<file path="src/sv/i2cmbe_pkg.sv">
// ----------------------------------------------------------------------------
// I2C master bit engine package
// Shared types, command codes, register indexes and sequencer phases.
// ----------------------------------------------------------------------------
package i2cmbe_pkg;

   // Number of data bits in one bus byte.
   localparam int unsigned BITS_PER_BYTE = 8;

   // Command codes carried by the opcode field.
   localparam logic [2:0] OP_START = 3'd0;
   localparam logic [2:0] OP_STOP  = 3'd1;
   localparam logic [2:0] OP_WRITE = 3'd2;
   localparam logic [2:0] OP_WAIT  = 3'd3;
   localparam logic [2:0] OP_READ  = 3'd4;

   // Configuration register indexes.
   localparam logic [1:0] CSR_LONG_HOLD  = 2'd0;
   localparam logic [1:0] CSR_BIT_HOLD   = 2'd1;
   localparam logic [1:0] CSR_SHORT_HOLD = 2'd2;
   localparam logic [1:0] CSR_ACK_POLLS  = 2'd3;

   // Register reset values.
   localparam logic [7:0] LONG_HOLD_RESET  = 8'd4;
   localparam logic [7:0] BIT_HOLD_RESET   = 8'd2;
   localparam logic [7:0] SHORT_HOLD_RESET = 8'd1;
   localparam logic [7:0] ACK_POLLS_RESET  = 8'd250;

   // Sequencer phases: start, stop, wait ack, write bit, read bit, read ack.
   typedef enum logic [3:0] {
      PH_IDLE = 4'd0,
      PH_ST1  = 4'd1,
      PH_ST2  = 4'd2,
      PH_SP1  = 4'd3,
      PH_SP2  = 4'd4,
      PH_WA1  = 4'd5,
      PH_WA2  = 4'd6,
      PH_WA3  = 4'd7,
      PH_WB0  = 4'd8,
      PH_WB1  = 4'd9,
      PH_WB2  = 4'd10,
      PH_RB0  = 4'd11,
      PH_RB1  = 4'd12,
      PH_RA0  = 4'd13,
      PH_RA1  = 4'd14
   } phase_type;

   // Configuration registers as seen by the sequencer.
   typedef struct packed {
      logic [7:0] long_hold_ticks;
      logic [7:0] bit_hold_ticks;
      logic [7:0] short_hold_ticks;
      logic [7:0] ack_timeout_polls;
   } cfg_type;

   // One input word: a tick with an optional command.
   typedef struct packed {
      logic       cmd_valid;
      logic [2:0] opcode;
      logic [7:0] tx_data;
      logic       send_ack;
      logic       sda_in;
   } req_word_type;

   // One result word: line levels and status after the tick.
   typedef struct packed {
      logic       scl_level;
      logic       sda_level;
      logic       sda_drive;
      logic       busy_res;
      logic       done_res;
      logic [7:0] rx_data;
      logic       ack_error;
   } rsp_word_type;

endpackage

</file>
<file path="src/sv/i2cmbe_if.sv">
// ----------------------------------------------------------------------------
// I2C master bit engine channels
// Valid/ready channels for tick words and result words.
// ----------------------------------------------------------------------------

// Input channel: one tick word per handshake.
interface i2cmbe_req_if;
   logic       valid;
   logic       ready;
   logic       cmd_valid;
   logic [2:0] opcode;
   logic [7:0] tx_data;
   logic       send_ack;
   logic       sda_in;

   modport source (output valid, output cmd_valid, output opcode, output tx_data,
                   output send_ack, output sda_in, input ready);
   modport sink   (input valid, input cmd_valid, input opcode, input tx_data,
                   input send_ack, input sda_in, output ready);
endinterface

// Result channel: one result word per handshake.
interface i2cmbe_rsp_if;
   logic       valid;
   logic       ready;
   logic       scl_level;
   logic       sda_level;
   logic       sda_drive;
   logic       busy_res;
   logic       done_res;
   logic [7:0] rx_data;
   logic       ack_error;

   modport source (output valid, output scl_level, output sda_level, output sda_drive,
                   output busy_res, output done_res, output rx_data,
                   output ack_error, input ready);
   modport sink   (input valid, input scl_level, input sda_level, input sda_drive,
                   input busy_res, input done_res, input rx_data,
                   input ack_error, output ready);
endinterface

</file>
<file path="src/sv/i2c_master_bit_engine_top.sv">
// A held input word steps the sequencer once the result register has room.
// Throughput: one tick word per cycle while rsp_chan.ready keeps up; the input
// and result registers let a new word enter while the previous result waits for ready.
// Reset (synchronous, active high) empties both registers, idles the sequencer
// with SCL high and SDA driven high, and loads the hold and timeout registers.
// ----------------------------------------------------------------------------
// I2C master bit engine top level
// Input word register, bus sequencer and result word register.
// ----------------------------------------------------------------------------
module i2c_master_bit_engine_top (
   input  logic        clock,
   input  logic        reset,
   i2cmbe_req_if.sink  req_chan,
   i2cmbe_rsp_if.source rsp_chan,
   input  logic        csr_we,
   input  logic [1:0]  csr_index,
   input  logic [7:0]  csr_wdata
);
   import i2cmbe_pkg::*;

   cfg_type      cfg;
   req_word_type in_word_ff, in_word_in;
   logic         in_valid_ff;
   rsp_word_type out_word_ff;
   logic         out_valid_ff;
   rsp_word_type core_result;
   logic         core_fire;
   logic         req_fire;

   i2cmbe_csr u_csr (
      .clock     (clock),
      .reset     (reset),
      .csr_we    (csr_we),
      .csr_index (csr_index),
      .csr_wdata (csr_wdata),
      .cfg       (cfg)
   );

   // The sequencer steps when a word is held and the result register has room.
   assign core_fire      = in_valid_ff && (!out_valid_ff || rsp_chan.ready);
   assign req_chan.ready = !in_valid_ff || core_fire;
   assign req_fire       = req_chan.valid && req_chan.ready;

   always_comb begin
      in_word_in.cmd_valid = req_chan.cmd_valid;
      in_word_in.opcode    = req_chan.opcode;
      in_word_in.tx_data   = req_chan.tx_data;
      in_word_in.send_ack  = req_chan.send_ack;
      in_word_in.sda_in    = req_chan.sda_in;
   end

   i2cmbe_core u_core (
      .clock  (clock),
      .reset  (reset),
      .step   (core_fire),
      .item   (in_word_ff),
      .cfg    (cfg),
      .result (core_result)
   );

   // Input word register.
   always_ff @(posedge clock) begin
      if (reset) begin
         in_valid_ff <= 1'b0;
      end else if (req_fire) begin
         in_valid_ff <= 1'b1;
      end else if (core_fire) begin
         in_valid_ff <= 1'b0;
      end
   end

   always_ff @(posedge clock) begin
      if (req_fire) begin
         in_word_ff <= in_word_in;
      end
   end

   // Result word register.
   always_ff @(posedge clock) begin
      if (reset) begin
         out_valid_ff <= 1'b0;
      end else if (core_fire) begin
         out_valid_ff <= 1'b1;
      end else if (rsp_chan.ready) begin
         out_valid_ff <= 1'b0;
      end
   end

   always_ff @(posedge clock) begin
      if (core_fire) begin
         out_word_ff <= core_result;
      end
   end

   assign rsp_chan.valid     = out_valid_ff;
   assign rsp_chan.scl_level = out_word_ff.scl_level;
   assign rsp_chan.sda_level = out_word_ff.sda_level;
   assign rsp_chan.sda_drive = out_word_ff.sda_drive;
   assign rsp_chan.busy_res  = out_word_ff.busy_res;
   assign rsp_chan.done_res  = out_word_ff.done_res;
   assign rsp_chan.rx_data   = out_word_ff.rx_data;
   assign rsp_chan.ack_error = out_word_ff.ack_error;

endmodule

</file>
<file path="src/sv/i2cmbe_csr.sv">
// ----------------------------------------------------------------------------
// I2C master bit engine registers
// Hold and timeout registers written through the plain write port.
// ----------------------------------------------------------------------------
module i2cmbe_csr (
   input  logic                clock,
   input  logic                reset,
   input  logic                csr_we,
   input  logic [1:0]          csr_index,
   input  logic [7:0]          csr_wdata,
   output i2cmbe_pkg::cfg_type cfg
);
   import i2cmbe_pkg::*;

   cfg_type cfg_ff;
   cfg_type cfg_in;

   // Decode the register index on a write.
   always_comb begin
      cfg_in = cfg_ff;
      if (csr_we) begin
         unique case (csr_index)
            CSR_LONG_HOLD:  cfg_in.long_hold_ticks   = csr_wdata;
            CSR_BIT_HOLD:   cfg_in.bit_hold_ticks    = csr_wdata;
            CSR_SHORT_HOLD: cfg_in.short_hold_ticks  = csr_wdata;
            CSR_ACK_POLLS:  cfg_in.ack_timeout_polls = csr_wdata;
            default:        cfg_in = cfg_ff;
         endcase
      end
   end

   always_ff @(posedge clock) begin
      if (reset) begin
         cfg_ff.long_hold_ticks   <= LONG_HOLD_RESET;
         cfg_ff.bit_hold_ticks    <= BIT_HOLD_RESET;
         cfg_ff.short_hold_ticks  <= SHORT_HOLD_RESET;
         cfg_ff.ack_timeout_polls <= ACK_POLLS_RESET;
      end else begin
         cfg_ff <= cfg_in;
      end
   end

   assign cfg = cfg_ff;

endmodule

</file>
<file path="src/sv/i2cmbe_core.sv">
// ----------------------------------------------------------------------------
// I2C master bit engine sequencer
// Bus phase state machine: advances one tick per step and forms the result.
// ----------------------------------------------------------------------------
module i2cmbe_core (
   input  logic                     clock,
   input  logic                     reset,
   input  logic                     step,
   input  i2cmbe_pkg::req_word_type item,
   input  i2cmbe_pkg::cfg_type      cfg,
   output i2cmbe_pkg::rsp_word_type result
);
   import i2cmbe_pkg::*;

   phase_type  phase_ff, phase_in;
   logic [7:0] hold_ff, hold_in;
   logic [3:0] bit_ff, bit_in;
   logic [7:0] shift_ff, shift_in;
   logic [7:0] poll_ff, poll_in;
   logic       scl_ff, scl_in;
   logic       sda_ff, sda_in;
   logic       drv_ff, drv_in;
   logic       ack_ff, ack_in;
   logic       err_ff, err_in;
   logic [7:0] rx_ff, rx_in;
   logic       done_in;
   logic [7:0] hold_inc;
   logic [7:0] hold_lim;
   logic [3:0] bit_inc;
   logic [7:0] shift_up;

   // Hold length of the current phase.
   always_comb begin
      unique case (phase_ff)
         PH_ST1, PH_ST2, PH_SP1, PH_SP2: hold_lim = cfg.long_hold_ticks;
         PH_WA1, PH_WA2, PH_RB1:         hold_lim = cfg.short_hold_ticks;
         default:                        hold_lim = cfg.bit_hold_ticks;
      endcase
   end

   assign hold_inc = hold_ff + 8'd1;
   assign bit_inc  = bit_ff + 4'd1;
   assign shift_up = {shift_ff[6:0], 1'b0};

   // Next state for one tick.
   always_comb begin
      phase_in = phase_ff;
      hold_in  = hold_ff;
      bit_in   = bit_ff;
      shift_in = shift_ff;
      poll_in  = poll_ff;
      scl_in   = scl_ff;
      sda_in   = sda_ff;
      drv_in   = drv_ff;
      ack_in   = ack_ff;
      err_in   = err_ff;
      rx_in    = rx_ff;
      done_in  = 1'b0;
      if (step) begin
         unique case (phase_ff)
            PH_IDLE: begin
               if (item.cmd_valid) begin
                  hold_in = 8'd0;
                  unique case (item.opcode)
                     OP_START: begin
                        scl_in = 1'b1; sda_in = 1'b1; drv_in = 1'b1;
                        phase_in = PH_ST1;
                     end
                     OP_STOP: begin
                        scl_in = 1'b0; sda_in = 1'b0; drv_in = 1'b1;
                        phase_in = PH_SP1;
                     end
                     OP_WRITE: begin
                        shift_in = item.tx_data;
                        bit_in   = 4'd0;
                        scl_in   = 1'b0;
                        sda_in   = item.tx_data[7];
                        drv_in   = 1'b1;
                        phase_in = PH_WB0;
                     end
                     OP_WAIT: begin
                        err_in   = 1'b0;
                        poll_in  = 8'd0;
                        sda_in   = 1'b1;
                        drv_in   = 1'b0;
                        phase_in = PH_WA1;
                     end
                     OP_READ: begin
                        shift_in = 8'd0;
                        bit_in   = 4'd0;
                        ack_in   = item.send_ack;
                        scl_in   = 1'b0; sda_in = 1'b1; drv_in = 1'b0;
                        phase_in = PH_RB0;
                     end
                     default: phase_in = PH_IDLE;
                  endcase
               end
            end
            PH_WA3: begin
               // Poll SDA each tick until the slave pulls it low or time runs out.
               if (!item.sda_in) begin
                  scl_in   = 1'b0;
                  phase_in = PH_IDLE;
                  done_in  = 1'b1;
               end else if (poll_ff >= cfg.ack_timeout_polls) begin
                  err_in   = 1'b1;
                  hold_in  = 8'd0;
                  scl_in   = 1'b0; sda_in = 1'b0; drv_in = 1'b1;
                  phase_in = PH_SP1;
               end else begin
                  poll_in = poll_ff + 8'd1;
               end
            end
            default: begin
               hold_in = hold_inc;
               if (hold_inc >= hold_lim) begin
                  hold_in = 8'd0;
                  unique case (phase_ff)
                     PH_ST1: begin sda_in = 1'b0; phase_in = PH_ST2; end
                     PH_ST2: begin
                        scl_in = 1'b0; phase_in = PH_IDLE; done_in = 1'b1;
                     end
                     PH_SP1: begin
                        scl_in = 1'b1; sda_in = 1'b1; phase_in = PH_SP2;
                     end
                     PH_SP2: begin phase_in = PH_IDLE; done_in = 1'b1; end
                     PH_WA1: begin scl_in = 1'b1; phase_in = PH_WA2; end
                     PH_WA2: phase_in = PH_WA3;
                     PH_WB0: begin scl_in = 1'b1; phase_in = PH_WB1; end
                     PH_WB1: begin scl_in = 1'b0; phase_in = PH_WB2; end
                     PH_WB2: begin
                        shift_in = shift_up;
                        bit_in   = bit_inc;
                        if (32'(bit_inc) < BITS_PER_BYTE) begin
                           sda_in   = shift_up[7];
                           phase_in = PH_WB0;
                        end else begin
                           phase_in = PH_IDLE;
                           done_in  = 1'b1;
                        end
                     end
                     PH_RB0: begin
                        // Sample SDA as SCL rises.
                        scl_in   = 1'b1;
                        shift_in = {shift_ff[6:0], item.sda_in};
                        phase_in = PH_RB1;
                     end
                     PH_RB1: begin
                        bit_in = bit_inc;
                        if (32'(bit_inc) < BITS_PER_BYTE) begin
                           scl_in   = 1'b0;
                           phase_in = PH_RB0;
                        end else begin
                           scl_in   = 1'b0;
                           sda_in   = ~ack_ff;
                           drv_in   = 1'b1;
                           phase_in = PH_RA0;
                        end
                     end
                     PH_RA0: begin scl_in = 1'b1; phase_in = PH_RA1; end
                     PH_RA1: begin
                        scl_in   = 1'b0;
                        rx_in    = shift_ff;
                        phase_in = PH_IDLE;
                        done_in  = 1'b1;
                     end
                     default: phase_in = PH_IDLE;
                  endcase
               end
            end
         endcase
      end
   end

   // State registers.
   always_ff @(posedge clock) begin
      if (reset) begin
         phase_ff <= PH_IDLE;
         hold_ff  <= 8'd0;
         bit_ff   <= 4'd0;
         shift_ff <= 8'd0;
         poll_ff  <= 8'd0;
         scl_ff   <= 1'b1;
         sda_ff   <= 1'b1;
         drv_ff   <= 1'b1;
         ack_ff   <= 1'b0;
         err_ff   <= 1'b0;
         rx_ff    <= 8'd0;
      end else begin
         phase_ff <= phase_in;
         hold_ff  <= hold_in;
         bit_ff   <= bit_in;
         shift_ff <= shift_in;
         poll_ff  <= poll_in;
         scl_ff   <= scl_in;
         sda_ff   <= sda_in;
         drv_ff   <= drv_in;
         ack_ff   <= ack_in;
         err_ff   <= err_in;
         rx_ff    <= rx_in;
      end
   end

   // Result word reflects the state after this tick.
   always_comb begin
      result.scl_level = scl_in;
      result.sda_level = sda_in;
      result.sda_drive = drv_in;
      result.busy_res  = (phase_in != PH_IDLE);
      result.done_res  = done_in;
      result.rx_data   = rx_in;
      result.ack_error = err_in;
   end

endmodule

</file>
<file path="src/flat_wrapper.sv">
// flat-port wrapper written by rule: the top's interface ports become plain ports
module i2c_master_bit_engine_top_flat import i2cmbe_pkg::*;
  (clock, reset, csr_we, csr_index, csr_wdata, req_chan_valid, req_chan_cmd_valid, req_chan_opcode, req_chan_tx_data, req_chan_send_ack, req_chan_sda_in, req_chan_ready, rsp_chan_valid, rsp_chan_scl_level, rsp_chan_sda_level, rsp_chan_sda_drive, rsp_chan_busy_res, rsp_chan_done_res, rsp_chan_rx_data, rsp_chan_ack_error, rsp_chan_ready);
  i2cmbe_req_if req_chan_i ();
  i2cmbe_rsp_if rsp_chan_i ();
  input  logic clock;
  input  logic reset;
  input  logic csr_we;
  input  logic [1:0] csr_index;
  input  logic [7:0] csr_wdata;
  input wire logic [$bits(req_chan_i.valid)-1:0] req_chan_valid;
  input wire logic [$bits(req_chan_i.cmd_valid)-1:0] req_chan_cmd_valid;
  input wire logic [$bits(req_chan_i.opcode)-1:0] req_chan_opcode;
  input wire logic [$bits(req_chan_i.tx_data)-1:0] req_chan_tx_data;
  input wire logic [$bits(req_chan_i.send_ack)-1:0] req_chan_send_ack;
  input wire logic [$bits(req_chan_i.sda_in)-1:0] req_chan_sda_in;
  output wire logic [$bits(req_chan_i.ready)-1:0] req_chan_ready;
  output wire logic [$bits(rsp_chan_i.valid)-1:0] rsp_chan_valid;
  output wire logic [$bits(rsp_chan_i.scl_level)-1:0] rsp_chan_scl_level;
  output wire logic [$bits(rsp_chan_i.sda_level)-1:0] rsp_chan_sda_level;
  output wire logic [$bits(rsp_chan_i.sda_drive)-1:0] rsp_chan_sda_drive;
  output wire logic [$bits(rsp_chan_i.busy_res)-1:0] rsp_chan_busy_res;
  output wire logic [$bits(rsp_chan_i.done_res)-1:0] rsp_chan_done_res;
  output wire logic [$bits(rsp_chan_i.rx_data)-1:0] rsp_chan_rx_data;
  output wire logic [$bits(rsp_chan_i.ack_error)-1:0] rsp_chan_ack_error;
  input wire logic [$bits(rsp_chan_i.ready)-1:0] rsp_chan_ready;
  assign req_chan_i.valid = req_chan_valid;
  assign req_chan_i.cmd_valid = req_chan_cmd_valid;
  assign req_chan_i.opcode = req_chan_opcode;
  assign req_chan_i.tx_data = req_chan_tx_data;
  assign req_chan_i.send_ack = req_chan_send_ack;
  assign req_chan_i.sda_in = req_chan_sda_in;
  assign req_chan_ready = req_chan_i.ready;
  assign rsp_chan_valid = rsp_chan_i.valid;
  assign rsp_chan_scl_level = rsp_chan_i.scl_level;
  assign rsp_chan_sda_level = rsp_chan_i.sda_level;
  assign rsp_chan_sda_drive = rsp_chan_i.sda_drive;
  assign rsp_chan_busy_res = rsp_chan_i.busy_res;
  assign rsp_chan_done_res = rsp_chan_i.done_res;
  assign rsp_chan_rx_data = rsp_chan_i.rx_data;
  assign rsp_chan_ack_error = rsp_chan_i.ack_error;
  assign rsp_chan_i.ready = rsp_chan_ready;
  i2c_master_bit_engine_top u_core (.clock(clock), .reset(reset), .req_chan(req_chan_i), .rsp_chan(rsp_chan_i), .csr_we(csr_we), .csr_index(csr_index), .csr_wdata(csr_wdata));
endmodule
</file>
<file path="config.mk">
export PLATFORM = sky130hd
export DESIGN_NAME = i2c_master_bit_engine_top_flat
export DESIGN_NICKNAME = d
export VERILOG_FILES = /design/src/sv/i2cmbe_pkg.sv /design/src/sv/i2cmbe_if.sv /design/src/sv/i2c_master_bit_engine_top.sv /design/src/sv/i2cmbe_csr.sv /design/src/sv/i2cmbe_core.sv /design/src/flat_wrapper.sv
export SDC_FILE = /design/constraint.sdc
export NUM_CORES = 1
export LEC_CHECK = 0
export ABC_AREA = 1
export ABC_CLOCK_PERIOD_IN_PS = 5970
export BUFFER_PORTS_ARGS = -buffer_cell sky130_fd_sc_hd__buf_2
export CORE_MARGIN = 1.5
export CORE_UTILIZATION = 55
export DETAILED_ROUTE_END_ITERATION = 7
export GPL_ROUTABILITY_DRIVEN = 0
export PLACE_DENSITY = 0.77
export SLEW_MARGIN = 20
export SYNTH_ARGS = -nofsm -noshare
export SYNTH_HDL_FRONTEND = slang
export SYNTH_SLANG_ARGS = --single-unit
</file>
<file path="constraint.sdc">
create_clock -name clock -period 5.97 [get_ports clock]
set_clock_uncertainty 0.15 [all_clocks]
set_input_delay 0.2985 -clock clock [delete_from_list [all_inputs] [get_ports clock]]
set_output_delay 0.2985 -clock clock [all_outputs]
set_load 0.02 [all_outputs]
</file>
==> results of run 1 <==
[layout by cell type (no fill, tap or decap), drive strengths merged, types with 2 or more instances in the layout]
| cell type | n |
|---|---|
| nand2 | 159 |
| nor2 | 109 |
| inv | 105 |
| dfxtp | 79 |
| o21ai | 66 |
| a21oi | 60 |
| buf | 44 |
| nand3 | 44 |
| edfxtp | 28 |
| ha | 19 |
| dlygate4sd3 | 14 |
| clkbuf | 14 |
| nand4 | 12 |
| xor2 | 10 |
| nor3 | 9 |
| a221oi | 6 |
| o211ai | 3 |
| a31oi | 2 |
| nand3b | 2 |
[cells by family (layout without fill, tap and decap cells)]
kind of cell	after synthesis	count (layout)	synth area share, %
and+or+nand+nor	337	337	27.0
AOI/OAI and AO/OA	144	144	14.1
buffers and inverters	123	180	8.72
DFF	107	107	44.1
adders and majority gates	19	19	4.33
xor gates and xnor gates	11	11	1.75
[path summary, 6_finish.rpt]
kind | from | to
worst max-delay path | u_core.u_core.phase_ff[1]$_SDFF_PP0_ | u_core.rsp_chan.rx_data[4]$_DFFE_PP_
worst min-delay path | csr_wdata[0] | u_core.u_csr.cfg[8]$_SDFFE_PP1P_
worst max register to register | u_core.u_core.phase_ff[1]$_SDFF_PP0_ | u_core.rsp_chan.rx_data[4]$_DFFE_PP_
worst min register to register | u_core.u_csr.cfg[2]$_SDFFE_PP0P_ | u_core.u_csr.cfg[2]$_SDFFE_PP0P_
[final cells by class]
cell class,count,area [sq um]
Clock buffer,14,205
Multi-Input combinational cell,511,2590
Fill cell,832,3540
Clock inverter,2,37.5
Inverter,106,404
Timing Repair Buffer,58,360
Sequential cell,107,2420
Tap cell,133,166
[registers in the layout (all words and copies together), names as in the netlist, 8 cells and up]
name,cells
u_core.in_word_ff,14
u_core.rsp_chan.rx_data,8
u_core.u_core.hold_ff,8
u_core.u_core.poll_ff,8
u_core.u_core.rx_ff,8
u_core.u_core.shift_ff,8
u_core.u_csr.cfg,32
[report_power, final]
part           internal, uW  switching, uW
Sequential              776           21.9
Combinational          78.7            181
Clock                   268            242
[tightest hold or removal path: cells and delay by family]
kind | cells | cell delay [ns]
buf+inv | 1 | 0.12
simple gates | 2 | 0.13
[cells in the mapped netlist (all sizes together)]
| master | count |
|---|---|
| nand2 | 159 |
| nor2 | 109 |
| inv | 105 |
| dfxtp | 79 |
| o21ai | 66 |
| a21oi | 60 |
| nand3 | 44 |
| edfxtp | 28 |
| ha | 19 |
| nand4 | 12 |
| clkbuf | 10 |
| xor2 | 10 |
| nor3 | 9 |
| buf | 7 |
| a221oi | 6 |
| o211ai | 3 |
| a31oi | 2 |
| nand3b | 2 |
| a211oi | 1 |
| a21o | 1 |
| a22o | 1 |
| and2 | 1 |
| clkinv | 1 |
| nor3b | 1 |
| o21a | 1 |
| o21bai | 1 |
| o221ai | 1 |
| o31ai | 1 |
| xnor2 | 1 |
[metal layers]
| layer | vias to the layer above | GRT usage [%] | wire length (microns) |
|---|---|---|---|
| met2 | 214 | 40.6 | 5820 |
| met4 | 0 | 9.15 | 233 |
| met3 | 35 | 5.22 | 914 |
| met5 | - | 0 | 0 |
| met1 | 2253 | 34.5 | 5780 |
| li1 | 2520 | - | - |
[stage by stage]
step	cells	setup slack, ns
2_1_floorplan	741	2.82
3_3_place_gp	901	2.52
3_5_place_dp	901	2.35
4_1_cts	931	2.29
5_1_grt	931	1.80
6_report	931	2.26
==> results.cfg, run 1 <==
[critical_path]
slowest_delay_ns = 0.46
worst_setup_path_end_kind = flip-flop
cp_top_family = simple AND/OR/NAND/NOR gates
reg2reg_slack_ns = 2.26
worstRegToRegCells = 20
worst-path-stages = 20
path_buf_inv = 5
crit_fanout = 16
crit_top_cell = inv_2
path_cells = inv_2, nor2_1, nand2_1, nand2_1, nor2_1, inv_2, nor2_2, inv_2, nor2_1, a221oi_1, ha_1, a21o_1, nor2_2, nand2_2, inv_2, nor2_2, nand3_2, nand2_1, o21ai_1, inv_1
crit_arrival_ns = 3.69
cp_data_required_time_ns = 5.95
cp_slowest_cell = dfxtp_1
startpoint_type = flip-flop
crit_type = flip-flop to flip-flop

[run]
max_cap_violations = 0

[placement]
placed_area_sq_um = 5810
portBuffers = 44
post-dp-hpwl_microns = 9030

[detailed_routing]
vias = 5022
ant_nets = 0
drt_iter0_markers = 392
routedWlPerCell_microns = 13.7
firstDrtPassIters = 6
vias_per_cell = 5.39
drc = 0
wirelength_microns = 12700

[sta]
max-slew-margin-rel_pct = 30.4
rsz0062_at_grt = false
hold_violations = 0
finalCriticalPeriod_ns = 3.71
period_share_pct = 62.1
setup-tns-final_ns = 0
hold_ws_ns = 0.0448
setup_violations = 0
max_freq_mhz = 270
drv_slew = 0
worst_slew_pin_slew_ns = 1.04

[global_route]
grt_max_degree = 41
gr-total-overflow = 0
grt_pass1_wl_microns = 21200
grt_antenna_before_repair = 0
grt_pass1_vias = 4637
grt_use_total_pct = 25.5

[final_layout]
fin_area_sq_um = 6190
nets = 841
area_growth_pct = 12.6
drive_above_1_share_pct = 11.9
final_util_pct = 63.6
diodes = 0

[synth]
synthTopCellsByArea = dfxtp_1, edfxtp_1, nand2_1
syn-num-nets = 789
synth_top_cell_by_area = dfxtp_1
syn_area_per_cell_sq_um = 7.42
ys_types = 43
synth_area_sq_um = 5500
syn_inst = 741
yosys_warnings = 0
ys_ff_latch = 107
synth_seq_area_share_pct = 44.1
synth.top_cell.area_share_pct = 28.8

[status]
status = completed

[floorplan]
row_count = 36
start_util_pct = 56.5
die_h_microns = 103
ios = 45
dieArea_sq_um = 10600
core_sq_um = 9730
die_w_microns = 103

[hold_path]
whs_path_depth = 3
hold_class = input pin to flip-flop

[power_and_ir_drop]
power_density_nw_per_um2 = 253
vdd_drop_max_uv = 153
power_uw = 1570
p_leak_uw = 0.00291

[clock_network]
h-tree-depth = 3
cts_tree = built
cts_buffer_depth = 2
root_buffer = clkbuf_8
cts_buffers = 9
postCtsSetupBuffers = 0
path_clk_slew_ns = 0.10
ctsHoldBuffers = 14
worstSkewPairLatency_ns = 0.37
cts.sinks = 107
cts-resized-gates = 0
(Power assumes the default switching activity.)
==> run 2, diff against run 1 <==
- ABC_CLOCK_PERIOD_IN_PS: 5970 -> 3100
- CORE_UTILIZATION: 55 -> 54
- PLACE_DENSITY: 0.77 -> 0.79
- clock period: 5.97 -> 3.1 ns (I/O delays scaled with it)
==> run 2 against run 1 <==
Net effect:
- sequential share of layout area shrank 3.3 points
- hold slack gained 0.029 ns
- sequential power increased by 93%
- cell count grew 4.9%
- global-route usage shrank 0.13 points
- sequential cell count did not move
- register-to-register slack worse by 2.2 ns
- first-iteration DRC count grew 26%
==> results.cfg, run 2 (synthesis gave the netlist of run 1 again) <==
[floorplan]
start_util_pct = 56.0
die_h_microns = 104
row_count = 36
dieArea_sq_um = 10800
ios = 45
core_sq_um = 9820
die_w_microns = 104

[hold_path]
hold_class = input pin to flip-flop

[critical_path]
worst_setup_path_end_kind = flip-flop
path_cells = buf_4, nand2_1, inv_1, nor2_2, clkinv_2, nor2_4, inv_4, nor2_1, a221oi_2, ha_1, nand2_1, nor2_1, nand2_2, nand2_4, inv_4, nor2_4, nand3_4, o21ai_2, inv_1
startpoint_type = flip-flop
slowest_delay_ns = 0.38
cp_data_required_time_ns = 3.10
crit_type = flip-flop to flip-flop
cp_slowest_cell = dfxtp_4
cp_top_family = simple AND/OR/NAND/NOR gates
crit_arrival_ns = 3.07
crit_fanout = 8
path_buf_inv = 6

[detailed_routing]
routedWlPerCell_microns = 14.4
wirelength_microns = 14000
vias = 5374
firstDrtPassIters = 7
vias_per_cell = 5.50
drt_iter0_markers = 494
ant_nets = 0
drc = 0

[final_layout]
fin_area_sq_um = 6790
fillerInstances = 794
drive_above_1_share_pct = 21.4
layout_common_cells = nand2_1, nor2_1, inv_1
nets = 887
area_growth_pct = 23.6
largest_reg_flops = 32
final_util_pct = 69.2
diodes = 0
final_common_cell = nand2_1

[power_and_ir_drop]
power_density_nw_per_um2 = 452
p_leak_uw = 0.00316
vdd_drop_max_uv = 238

[sta]
finalCriticalPeriod_ns = 3.07
hold_violations = 0
worst_slew_pin_slew_ns = 1.05
hold_ws_ns = 0.0734
setup_violations = 0
max-slew-margin-rel_pct = 29.6
max_freq_mhz = 326
period_share_pct = 99.0
rsz0062_at_grt = true
worst_slack_ns = 0.0304
drv_slew = 0
setup-tns-final_ns = 0

[placement]
preCtsSetupSlack_ns = -0.115
portBuffers = 44
post-dp-hpwl_microns = 9370
placed_area_sq_um = 6010

[global_route]
gr-total-overflow = 0
grt_pass1_wl_microns = 22500
grt_max_degree = 40
grt_antenna_before_repair = 0
grt_use_total_pct = 25.4
grt_pass1_vias = 4978

[clock_network]
h-tree-depth = 3
cts.sinks = 107
worstSkewPairLatency_ns = 0.39
cts_buffer_depth = 2
root_buffer = clkbuf_8
cts_tree = built
path_clk_slew_ns = 0.10
cts_buffers = 9

[status]
status = completed

[run]
max_cap_violations = 0
run 2: metal layers:
| layer | global-route usage (%) | wire length, microns | vias up |
|---|---|---|---|
| met1 | 33.0 | 6130 | 2516 |
| met3 | 3.82 | 896 | 30 |
| li1 | - | - | 2627 |
| met5 | 0 | 0 | - |
| met4 | 10.4 | 261 | 0 |
| met2 | 42.3 | 6760 | 201 |
run 2: repair_timing:
action | CTS | global route
hold buffers | 26 | 0
buffers inserted | 1 | 5
endpoints found under the setup margin | 29 | 44
cloned | 0 | 1
gates resized for setup | 7 | 76
hold endpoints to repair | 48 | 0
pin swaps | 2 | 19
run 2: path summary, 6_finish.rpt:
kind / slack, ns / from / cells past startpoint / end
max: 0.03 / u_core.u_core.phase_ff[0]$_SDFF_PP0_ / 19 / u_core.rsp_chan.rx_data[5]$_DFFE_PP_
min: 0.07 / csr_index[0] / 4 / u_core.u_csr.cfg[8]$_SDFFE_PP1P_
max reg2reg: 0.03 / u_core.u_core.phase_ff[0]$_SDFF_PP0_ / 19 / u_core.rsp_chan.rx_data[5]$_DFFE_PP_
min reg2reg: 0.32 / u_core.u_csr.cfg[19]$_SDFFE_PP0P_ / 2 / u_core.u_csr.cfg[19]$_SDFFE_PP0P_
run 2: tightest hold or removal path: stages:
cell     delay (ns)
buf_2          0.11
nor2_1         0.14
nand2_1        0.09
nand3_1        0.07
run 2: area by class of cell:
class / count / area (sq um) / share of cell area [%]
multi-input combinational: 512 / 2830 / 41.7
sequential: 107 / 2440 / 35.9
timing repair buffer: 103 / 743 / 10.9
inverter: 106 / 422 / 6.21
tap: 133 / 166 / 2.45
clock buffer: 10 / 128 / 1.88
clock inverter: 6 / 63.8 / 0.939
run 2: power by group:
| group | internal (uW) | total [uW] | switching [uW] |
|---|---|---|---|
| Combinational | 250 | 666 | 415 |
| Sequential | 1490 | 1540 | 46.9 |
| Clock | 376 | 860 | 484 |
| Total | 2120 | 3070 | 946 |
run 2: per-stage QoR:
step                      instances  total power (uW)
after floorplan                 741              1920
after global placement          928              2070
after detailed placement        928              2090
after CTS                       971              2960
after global routing            977              3190
final                           977              3070
